--- src/sv/qcss_pkg.sv ---
// Package with shared types and constants of the quorum sequence selector.
package qcss_pkg;

    localparam int SEQ_W            = 63;
    localparam int SLOT_W           = 3;
    localparam int KIND_W           = 2;
    localparam int QSIZE_W          = 5;
    localparam int NEED_W           = 4;
    localparam int CNT_OUT_W        = 4;
    localparam int MAX_REPLICAS_DEF = 8;
    localparam int CQ_DEPTH         = 2;
    localparam logic [QSIZE_W-1:0] QSIZE_RESET = 5'd3;

    typedef enum logic [KIND_W-1:0] {
        K_SET_OWN = 2'd0,
        K_ACK     = 2'd1,
        K_REMOVE  = 2'd2,
        K_CLEAR   = 2'd3
    } t_kind;

    typedef struct packed {
        t_kind             kind;
        logic              hit;
        logic [SLOT_W-1:0] slot;
        logic [SEQ_W-1:0]  seq;
    } t_cmd;

endpackage

--- src/sv/qcss_front.sv ---
// Front end: accepts requests, classifies them and queues them for the back end.
module qcss_front import qcss_pkg::*; #(
    parameter int MAX_REPLICAS = MAX_REPLICAS_DEF
) (
    input  logic              i_clk,
    input  logic              i_rst_n,
    input  logic              i_push,
    output logic              o_full,
    input  logic [KIND_W-1:0] i_kind,
    input  logic [SLOT_W-1:0] i_slave_slot,
    input  logic [SEQ_W-1:0]  i_seq_value,
    output logic              o_cmd_vld,
    output t_cmd              o_cmd,
    input  logic              i_cmd_take
);

    localparam int PW = (CQ_DEPTH > 1) ? $clog2(CQ_DEPTH) : 1;
    localparam int NW = $clog2(CQ_DEPTH + 1);

    t_cmd          r_q [CQ_DEPTH];
    logic [PW-1:0] r_wp, n_wp;
    logic [PW-1:0] r_rp, n_rp;
    logic [NW-1:0] r_cnt, n_cnt;
    t_cmd          n_cmd;
    logic          w_wr;
    logic          w_rd;

    always_comb begin
        n_cmd.kind = t_kind'(i_kind);
        n_cmd.hit  = (int'(i_slave_slot) < MAX_REPLICAS);
        n_cmd.slot = i_slave_slot;
        n_cmd.seq  = i_seq_value;
    end

    assign o_full    = (r_cnt == NW'(CQ_DEPTH));
    assign o_cmd_vld = (r_cnt != '0);
    assign o_cmd     = r_q[r_rp];
    assign w_wr      = i_push && !o_full;
    assign w_rd      = i_cmd_take && o_cmd_vld;

    always_comb begin
        n_wp  = r_wp;
        n_rp  = r_rp;
        n_cnt = r_cnt;
        if (w_wr) begin
            n_wp = (r_wp == PW'(CQ_DEPTH - 1)) ? '0 : r_wp + 1'b1;
        end
        if (w_rd) begin
            n_rp = (r_rp == PW'(CQ_DEPTH - 1)) ? '0 : r_rp + 1'b1;
        end
        if (w_wr && !w_rd) begin
            n_cnt = r_cnt + 1'b1;
        end else if (!w_wr && w_rd) begin
            n_cnt = r_cnt - 1'b1;
        end
    end

    always_ff @(posedge i_clk) begin
        if (!i_rst_n) begin
            r_wp  <= '0;
            r_rp  <= '0;
            r_cnt <= '0;
        end else begin
            r_wp  <= n_wp;
            r_rp  <= n_rp;
            r_cnt <= n_cnt;
        end
    end

    always_ff @(posedge i_clk) begin
        if (w_wr) begin
            r_q[r_wp] <= n_cmd;
        end
    end

endmodule

--- src/sv/qcss_back.sv ---
// Back end: slot table, sorted scan and quorum result register.
module qcss_back import qcss_pkg::*; #(
    parameter int MAX_REPLICAS = MAX_REPLICAS_DEF
) (
    input  logic                 i_clk,
    input  logic                 i_rst_n,
    input  logic                 i_cfg_we,
    input  logic [QSIZE_W-1:0]   i_cfg_wdata,
    input  logic                 i_cmd_vld,
    input  t_cmd                 i_cmd,
    output logic                 o_cmd_take,
    output logic                 o_out_vld,
    input  logic                 i_pop,
    output logic [SEQ_W-1:0]     o_quorum_seq,
    output logic                 o_status,
    output logic [CNT_OUT_W-1:0] o_present_count
);

    localparam int AW = (MAX_REPLICAS > 1) ? $clog2(MAX_REPLICAS) : 1;
    localparam int CW = $clog2(MAX_REPLICAS + 1);

    typedef enum logic [1:0] {
        S_IDLE,
        S_SCAN,
        S_DRAIN,
        S_RESULT
    } t_state;

    t_state                  r_state;
    logic [QSIZE_W-1:0]      r_qsize;
    logic [SEQ_W-1:0]        r_own;
    logic [MAX_REPLICAS-1:0] r_present;
    logic [SEQ_W-1:0]        r_mem [MAX_REPLICAS];
    logic [SEQ_W-1:0]        r_rd_data;
    logic                    r_rd_pres;
    logic [AW-1:0]           r_idx;
    logic [SEQ_W-1:0]        r_list [MAX_REPLICAS];
    logic [SEQ_W-1:0]        n_list [MAX_REPLICAS];
    logic [CW-1:0]           r_fill;
    logic [MAX_REPLICAS-1:0] w_ge;
    logic                    w_take;
    logic                    w_mem_we;
    logic                    w_load;
    logic [NEED_W-1:0]       w_need;
    logic [NEED_W-1:0]       w_need_m1;
    logic [SEQ_W-1:0]        w_sel;
    logic [SEQ_W-1:0]        n_seq;
    logic                    n_status;

    assign w_take     = (r_state == S_IDLE) && i_cmd_vld;
    assign o_cmd_take = w_take;
    assign w_mem_we   = w_take && (i_cmd.kind == K_ACK) && i_cmd.hit;
    assign w_load     = (r_state == S_RESULT) && (!o_out_vld || i_pop);

    // descending insertion of the slot read in the previous cycle
    always_comb begin
        for (int k = 0; k < MAX_REPLICAS; k++) begin
            w_ge[k] = (CW'(k) < r_fill) && (r_list[k] >= r_rd_data);
        end
        for (int k = 0; k < MAX_REPLICAS; k++) begin
            if (w_ge[k]) begin
                n_list[k] = r_list[k];
            end else if (k == 0) begin
                n_list[k] = r_rd_data;
            end else if (w_ge[k-1]) begin
                n_list[k] = r_rd_data;
            end else begin
                n_list[k] = r_list[k-1];
            end
        end
    end

    always_comb begin
        w_need    = r_qsize[QSIZE_W-1:1];
        w_need_m1 = w_need - 1'b1;
        w_sel     = '0;
        for (int k = 0; k < MAX_REPLICAS; k++) begin
            if (int'(w_need_m1) == k) begin
                w_sel = r_list[k];
            end
        end
        n_seq    = '0;
        n_status = 1'b0;
        if (w_need == '0) begin
            n_seq = r_own;
        end else if (int'(r_fill) < int'(w_need)) begin
            n_status = 1'b1;
        end else begin
            n_seq = w_sel;
        end
    end

    always_ff @(posedge i_clk) begin
        if (!i_rst_n) begin
            r_state   <= S_IDLE;
            r_qsize   <= QSIZE_RESET;
            r_own     <= '0;
            r_present <= '0;
            r_rd_pres <= 1'b0;
            r_idx     <= '0;
            r_fill    <= '0;
            o_out_vld <= 1'b0;
        end else begin
            if (i_cfg_we) begin
                r_qsize <= i_cfg_wdata;
            end
            if (w_load) begin
                o_out_vld <= 1'b1;
            end else if (o_out_vld && i_pop) begin
                o_out_vld <= 1'b0;
            end
            r_rd_pres <= (r_state == S_SCAN) && r_present[r_idx];
            if (r_rd_pres) begin
                r_list <= n_list;
                r_fill <= r_fill + 1'b1;
            end
            unique case (r_state)
                S_IDLE: begin
                    if (w_take) begin
                        unique case (i_cmd.kind)
                            K_SET_OWN: r_own <= i_cmd.seq;
                            K_ACK: begin
                                if (i_cmd.hit) begin
                                    r_present[AW'(i_cmd.slot)] <= 1'b1;
                                end
                            end
                            K_REMOVE: begin
                                if (i_cmd.hit) begin
                                    r_present[AW'(i_cmd.slot)] <= 1'b0;
                                end
                            end
                            K_CLEAR: r_present <= '0;
                            default: r_own <= r_own;
                        endcase
                        r_idx   <= '0;
                        r_fill  <= '0;
                        r_state <= S_SCAN;
                    end
                end
                S_SCAN: begin
                    r_idx <= r_idx + 1'b1;
                    if (r_idx == AW'(MAX_REPLICAS - 1)) begin
                        r_state <= S_DRAIN;
                    end
                end
                S_DRAIN: begin
                    r_state <= S_RESULT;
                end
                S_RESULT: begin
                    if (w_load) begin
                        o_quorum_seq    <= n_seq;
                        o_status        <= n_status;
                        o_present_count <= CNT_OUT_W'(r_fill);
                        r_state         <= S_IDLE;
                    end
                end
                default: r_state <= S_IDLE;
            endcase
        end
    end

    always_ff @(posedge i_clk) begin
        if (w_mem_we) begin
            r_mem[AW'(i_cmd.slot)] <= i_cmd.seq;
        end
        r_rd_data <= r_mem[r_idx];
    end

endmodule

--- src/sv/quorum_commit_seq_select.sv ---
// Top level of the quorum commit sequence selector.
// Input queue: drive i_kind, i_slave_slot, i_seq_value and raise push; the
//   request is taken at a clock edge where push is high and full is low.
// Result queue: while empty is low, o_quorum_seq, o_status and
//   o_present_count show the oldest result; pop at an edge with empty low
//   takes it. Every request yields exactly one result, in order.
// Config: i_cfg_we with i_cfg_wdata writes quorum_size; write only while idle.
// A request passes the request queue, the back end's scan of the slot table,
//   its drain state and the result register before empty goes low.
// The back end takes the next request only once it has loaded the last
//   result, as it scans the slot table one entry per cycle through its
//   single read port while inserting into a sorted list.
// A two-entry request queue lets pushes continue while the back end works.
// When the receiver stalls, the finished result holds; the back end then
//   waits with the next result and the request queue fills and raises full.
// Reset clears all present marks, the own sequence and both queues, and
//   sets quorum_size to 3.
module quorum_commit_seq_select import qcss_pkg::*; #(
    parameter int MAX_REPLICAS = MAX_REPLICAS_DEF
) (
    input  logic                 i_clk,
    input  logic                 i_rst_n,
    input  logic                 push,
    output logic                 full,
    input  logic [KIND_W-1:0]    i_kind,
    input  logic [SLOT_W-1:0]    i_slave_slot,
    input  logic [SEQ_W-1:0]     i_seq_value,
    input  logic                 i_cfg_we,
    input  logic [QSIZE_W-1:0]   i_cfg_wdata,
    output logic                 empty,
    input  logic                 pop,
    output logic [SEQ_W-1:0]     o_quorum_seq,
    output logic                 o_status,
    output logic [CNT_OUT_W-1:0] o_present_count
);

    t_cmd w_cmd;
    logic w_cmd_vld;
    logic w_cmd_take;
    logic w_out_vld;

    qcss_front #(.MAX_REPLICAS(MAX_REPLICAS)) u_front (
        .i_clk        (i_clk),
        .i_rst_n      (i_rst_n),
        .i_push       (push),
        .o_full       (full),
        .i_kind       (i_kind),
        .i_slave_slot (i_slave_slot),
        .i_seq_value  (i_seq_value),
        .o_cmd_vld    (w_cmd_vld),
        .o_cmd        (w_cmd),
        .i_cmd_take   (w_cmd_take)
    );

    qcss_back #(.MAX_REPLICAS(MAX_REPLICAS)) u_back (
        .i_clk           (i_clk),
        .i_rst_n         (i_rst_n),
        .i_cfg_we        (i_cfg_we),
        .i_cfg_wdata     (i_cfg_wdata),
        .i_cmd_vld       (w_cmd_vld),
        .i_cmd           (w_cmd),
        .o_cmd_take      (w_cmd_take),
        .o_out_vld       (w_out_vld),
        .i_pop           (pop),
        .o_quorum_seq    (o_quorum_seq),
        .o_status        (o_status),
        .o_present_count (o_present_count)
    );

    assign empty = !w_out_vld;

endmodule

--- config.mk ---
export PLATFORM = sky130hd
export DESIGN_NAME = quorum_commit_seq_select
export DESIGN_NICKNAME = d
export VERILOG_FILES = /design/src/sv/qcss_pkg.sv /design/src/sv/qcss_front.sv /design/src/sv/qcss_back.sv /design/src/sv/quorum_commit_seq_select.sv
export SDC_FILE = /design/constraint.sdc
export NUM_CORES = 2
export LEC_CHECK = 0
export BUFFER_PORTS_ARGS = -buffer_cell sky130_fd_sc_hd__buf_2
export CAP_MARGIN = 10
export CORE_AREA = 2 2 358 626
export CTS_CLUSTER_DIAMETER = 30
export DETAILED_ROUTE_END_ITERATION = 12
export DIE_AREA = 0 0 360 628
export PLACE_DENSITY_LB_ADDON = 0.3
export SYNTH_ARGS = -nofsm -noshare
export SYNTH_HDL_FRONTEND = slang
export SYNTH_HIERARCHICAL = 1
export SYNTH_SLANG_ARGS = --single-unit
--- constraint.sdc ---
create_clock -name i_clk -period 12.8 [get_ports i_clk]
set_clock_uncertainty 0.1 [all_clocks]
set_input_delay 0.64 -clock i_clk [delete_from_list [all_inputs] [get_ports i_clk]]
set_output_delay 0.64 -clock i_clk [all_outputs]
set_load 0.1 [all_outputs]
==> flow_metrics.py <==
metrics = {
    "worst_setup_path": {
        "critPathMostFrequentCell": "buf_4",
        "critical_path_sink_type": "register",
        "worst_path_fanout_max": 32,
        "timing.setup.critical_path_class": "register to register",
        "r2r-start": "u_back/r_rd_data[62]$_DFF_P_",
        "r2r.worst_path.cells": 10,
        "crit_path_start_kind": "register",
        "ff2ff_setup_slack_ns": 6.16,
        "crit_start": "u_back/r_rd_data[62]$_DFF_P_",
        "worstPathCellList": "inv_1, ha_1, and3_1, nand4_1, nor3_1, o221ai_1, a32oi_4, buf_4, buf_4, mux2_2",
        "cpMaxStageDelayCell": "nor3_1",
        "crit_required_ns": 13.24,
        "critPathCapture": "u_back/r_list[349]$_DFFE_PP_",
        "critical_path.max_stage_delay_ns": 1.15,
        "critical_path.reg2reg.endpoint": "u_back/r_list[349]$_DFFE_PP_",
        "crit_arrival_ns": 7.09,
    },
    "logic_synthesis": {
        "synth-edff-count": 1212,
        "synthesis.yosys.warnings": 6,
        "syn-cell-area_um2": 66100,
        "synth_cell_type_count": 77,
        "syn_inst": 4498,
        "synth_async_sr_flop_share_pct": 0,
        "most_frequently_used_flop_master_after_synthesis": "edfxtp_1",
        "dominant_cell_type_by_area_after_synthesis": "edfxtp_1",
        "synth.yosys.seq_area_share_pct": 59.8,
        "synth_top_area_share_pct": 55.1,
        "synth_area_leaders": "edfxtp_1, ha_1, mux2_2, dfxtp_1, mux4_2",
        "avgSynthCellArea_um2": 14.7,
        "ys_seq_elements": 1366,
        "mappedNetlistNets": 5092,
    },
    "detailed_routing": {
        "detail_route.vias_per_cell": 5.52,
        "top_layer_reached_by_signal_wires": "met5",
        "detail_route.wirelength_mm": 227,
        "route.met3.wl_mm": 12.9,
        "routedLengthMet1_mm": 84.4,
        "detailedRoute.firstPassIterationCount": 6,
        "wire_length_on_met2_mm": 113,
        "routedWlPerCell_um": 29.1,
        "antenna_left": 0,
        "drcViolationCount": 0,
        "vias": 43000,
        "drt_first_iter_violations": 3703,
    },
    "placed_design": {
        "dpl.hpwl_mm": 149,
        "gpl.final_weighted_congestion": 0.921,
        "buffer_ports.inserted": 146,
        "dpl_cell_area_um2": 70300,
        "place_ws_ns": 6.42,
    },
    "grt": {
        "initial_antenna_violation_count": 11,
        "grt_overflow": 0,
        "groute.usage.overall_pct": 19.6,
        "grt_pass1_vias": 44200,
        "grt_first_pass_wirelength_mm": 321,
        "grt_max_degree": 55,
    },
    "sta": {
        "setup_slack_after_layout_ns": 6.16,
        "actual_slew_at_the_worst_max_slew_pin_ns": 1.40,
        "max_fclk_mhz": 151,
        "final.setup.tns_ns": 0,
        "final_min_period_over_clock_period_pct": 51.9,
        "final-max-slew-violation-count": 0,
        "timing.final.setup_violations": 0,
        "hold_fails_final_rpt": 0,
        "slew_headroom_pct": 5.81,
        "finalWorstPathRequiredPeriod_ns": 6.64,
        "unrepaired_setup_endpoints_after_global_routing": "no",
    },
    "clock_network": {
        "cts_sinks": 1366,
        "tritoncts_buffers": 176,
        "clkLatencyLatePin_ns": 0.83,
        "postCtsResizedCells": 0,
        "clk_path_buf_depth": 4,
        "clock_tree.root_cell": "clkbuf_16",
        "tritoncts": "done",
        "path_clk_slew_ns": 0.06,
        "clock_tree.htree_level_count": 4,
    },
    "power": {
        "vdd_ir_drop_max_mv": 0.0959,
        "static-leakage-power_nw": 26.7,
        "cellPowerDensity_nw_per_um2": 168,
    },
    "layout": {
        "layout-drive-gt1-share_pct": 24.5,
        "post-route-cell-area_um2": 77200,
        "final_nets": 5362,
        "synthToLayoutAreaGrowth_pct": 16.8,
    },
    "floorplan": {
        "core_um2": 221000,
        "die_area_um2": 226000,
        "floorplan.die.width_um": 360,
        "initial_utilization_pct": 29.8,
        "chipHeight_um": 628,
        "io_pins": 148,
        "fp-row-count": 229,
    },
    "min_path": {
        "hp-class": "input pin to register",
    },
    "status": {
        "run_status": "finished clean",
    },
    "flow_run": {
        "cap_violations": 0,
    },
}
-- Yosys cell counts, types with 10 or more instances --
master    count
nand2_1     297
a21oi_1     222
a22o_1       64
ha_1        516
and4_1       13
nand2b_1     16
buf_6        23
nor2b_1      16
a31oi_1      10
o22ai_1      69
mux2_2      412
a22oi_1     252
mux2_1       18
nor2_1       95
edfxtp_1   1212
a211oi_1     39
clkbuf_1    142
a21o_1       45
nand3_1      54
o21a_1       20
mux4_2      128
o21ai_0     147
nor3_1       33
buf_2        23
dfxtp_1     154
mux2_4       79
inv_1        96
nor4_1       12
buf_1        18
nand4_1     142
-- cell type report --
type,count,area [um^2]
diodes,6,15.0
clock buffers,200,4700
clock inverters,118,1440
fillers,21200,144000
inverters,98,375
multi-input cells,2827,25500
flip-flops and latches,1366,39500
well taps,2887,3610
repair buffers,299,2060
-- cell usage in the layout (no fill, tap or decap), types with 82 or more instances in the layout --
cell type / instances
edfxtp_1: 1212
ha_1: 516
mux2_2: 412
nand2_1: 297
a22oi_1: 252
a21oi_1: 222
clkbuf_16: 182
dfxtp_1: 150
o21ai_0: 147
buf_2: 146
nand4_1: 142
mux4_2: 128
inv_1: 91
nor2_1: 82
-- flip-flops by register name, indices dropped and copies added (netlist names), named ones only --
name,count
u_back/o_quorum_seq,63
u_front/r_wp,1
u_back/o_status,1
u_back/r_present,8
u_back/o_out_vld,1
u_back/r_qsize,4
u_back/r_mem,504
u_back/r_idx,3
u_back/r_state,2
u_back/r_fill,4
u_back/o_present_count,4
u_back/r_list,504
u_front/r_cnt,2
u_back/r_own,63
u_front/r_rp,1
u_front/r_q,136
u_back/r_rd_pres,1
u_back/r_rd_data,63
-- metrics by stage --
stage / utilization [%] / hold slack [ns] / cells / power [mW]
after floorplan: - / 0.332 / 4498 / 6.97
after global routing: 34.8 / 0.0437 / 7796 / 13.5
after global placement: 31.7 / 0.342 / 7402 / 7.78
after CTS: 34.8 / 0.00212 / 7794 / 13.1
after detailed placement: 31.7 / 0.347 / 7403 / 7.82
final: 34.8 / 0.0412 / 7801 / 13.0
-- report_power, final --
group,total (mW),switching (mW),internal (mW)
Combinational,2.32,1.48,0.831
Clock,5.22,2.12,3.10
Sequential,5.44,0.232,5.21
Total,13.0,3.84,9.14
-- what timing repair did --
action / CTS / global route
endpoints found under the setup margin: 0 / 0
hold buffers: 73 / 0
setup buffers: 0 / 0
hold endpoints to repair: 139 / 0
-- worst max-delay path: cells and delay by family, from the launching register on --
family	cells	cell delay [ns]
simple gates	3	1.60
buf+inv	3	1.70
mux	1	0.42
compound gates	2	1.43
fa+ha+maj	1	0.40
flops	1	0.60
-- metal layers --
layer / up-vias / track usage [%]
met5: - / 0
met2: 1886 / 34.2
met3: 668 / 2.90
li1: 18600 / -
met1: 21900 / 22.1
met4: 4 / 13.0
-- worst min path at each step --
stage	slack, ns	to	start	cells after the start
finish	0.04	u_back/r_qsize[2]$_SDFFE_PN0P_	i_cfg_wdata[2]	3
detailed placement	0.35	u_back/r_own[13]$_SDFFE_PN0P_	u_back/r_own[13]$_SDFFE_PN0P_	2
global route	0.04	u_back/r_qsize[2]$_SDFFE_PN0P_	i_cfg_wdata[2]	3
floorplan	0.33	u_back/o_present_count[3]$_DFFE_PP_	u_back/r_fill[3]$_SDFF_PN0_	0
global placement	0.34	u_back/r_own[59]$_SDFFE_PN0P_	u_back/r_own[59]$_SDFFE_PN0P_	2
CTS	0.002	u_back/r_qsize[2]$_SDFFE_PN0P_	i_cfg_wdata[2]	3
-- kinds of logic after synthesis --
family	Yosys count	synth area share (%)
xor+xnor	6	0.0796
flops	1366	59.8
other cells	1	0.00568
buf+inv	305	2.04
mux	645	13.6
fa+ha+maj	516	9.77
compound gates	955	9.64
simple gates	704	5.10
No activity file was read; power rests on OpenSTA's default activity.
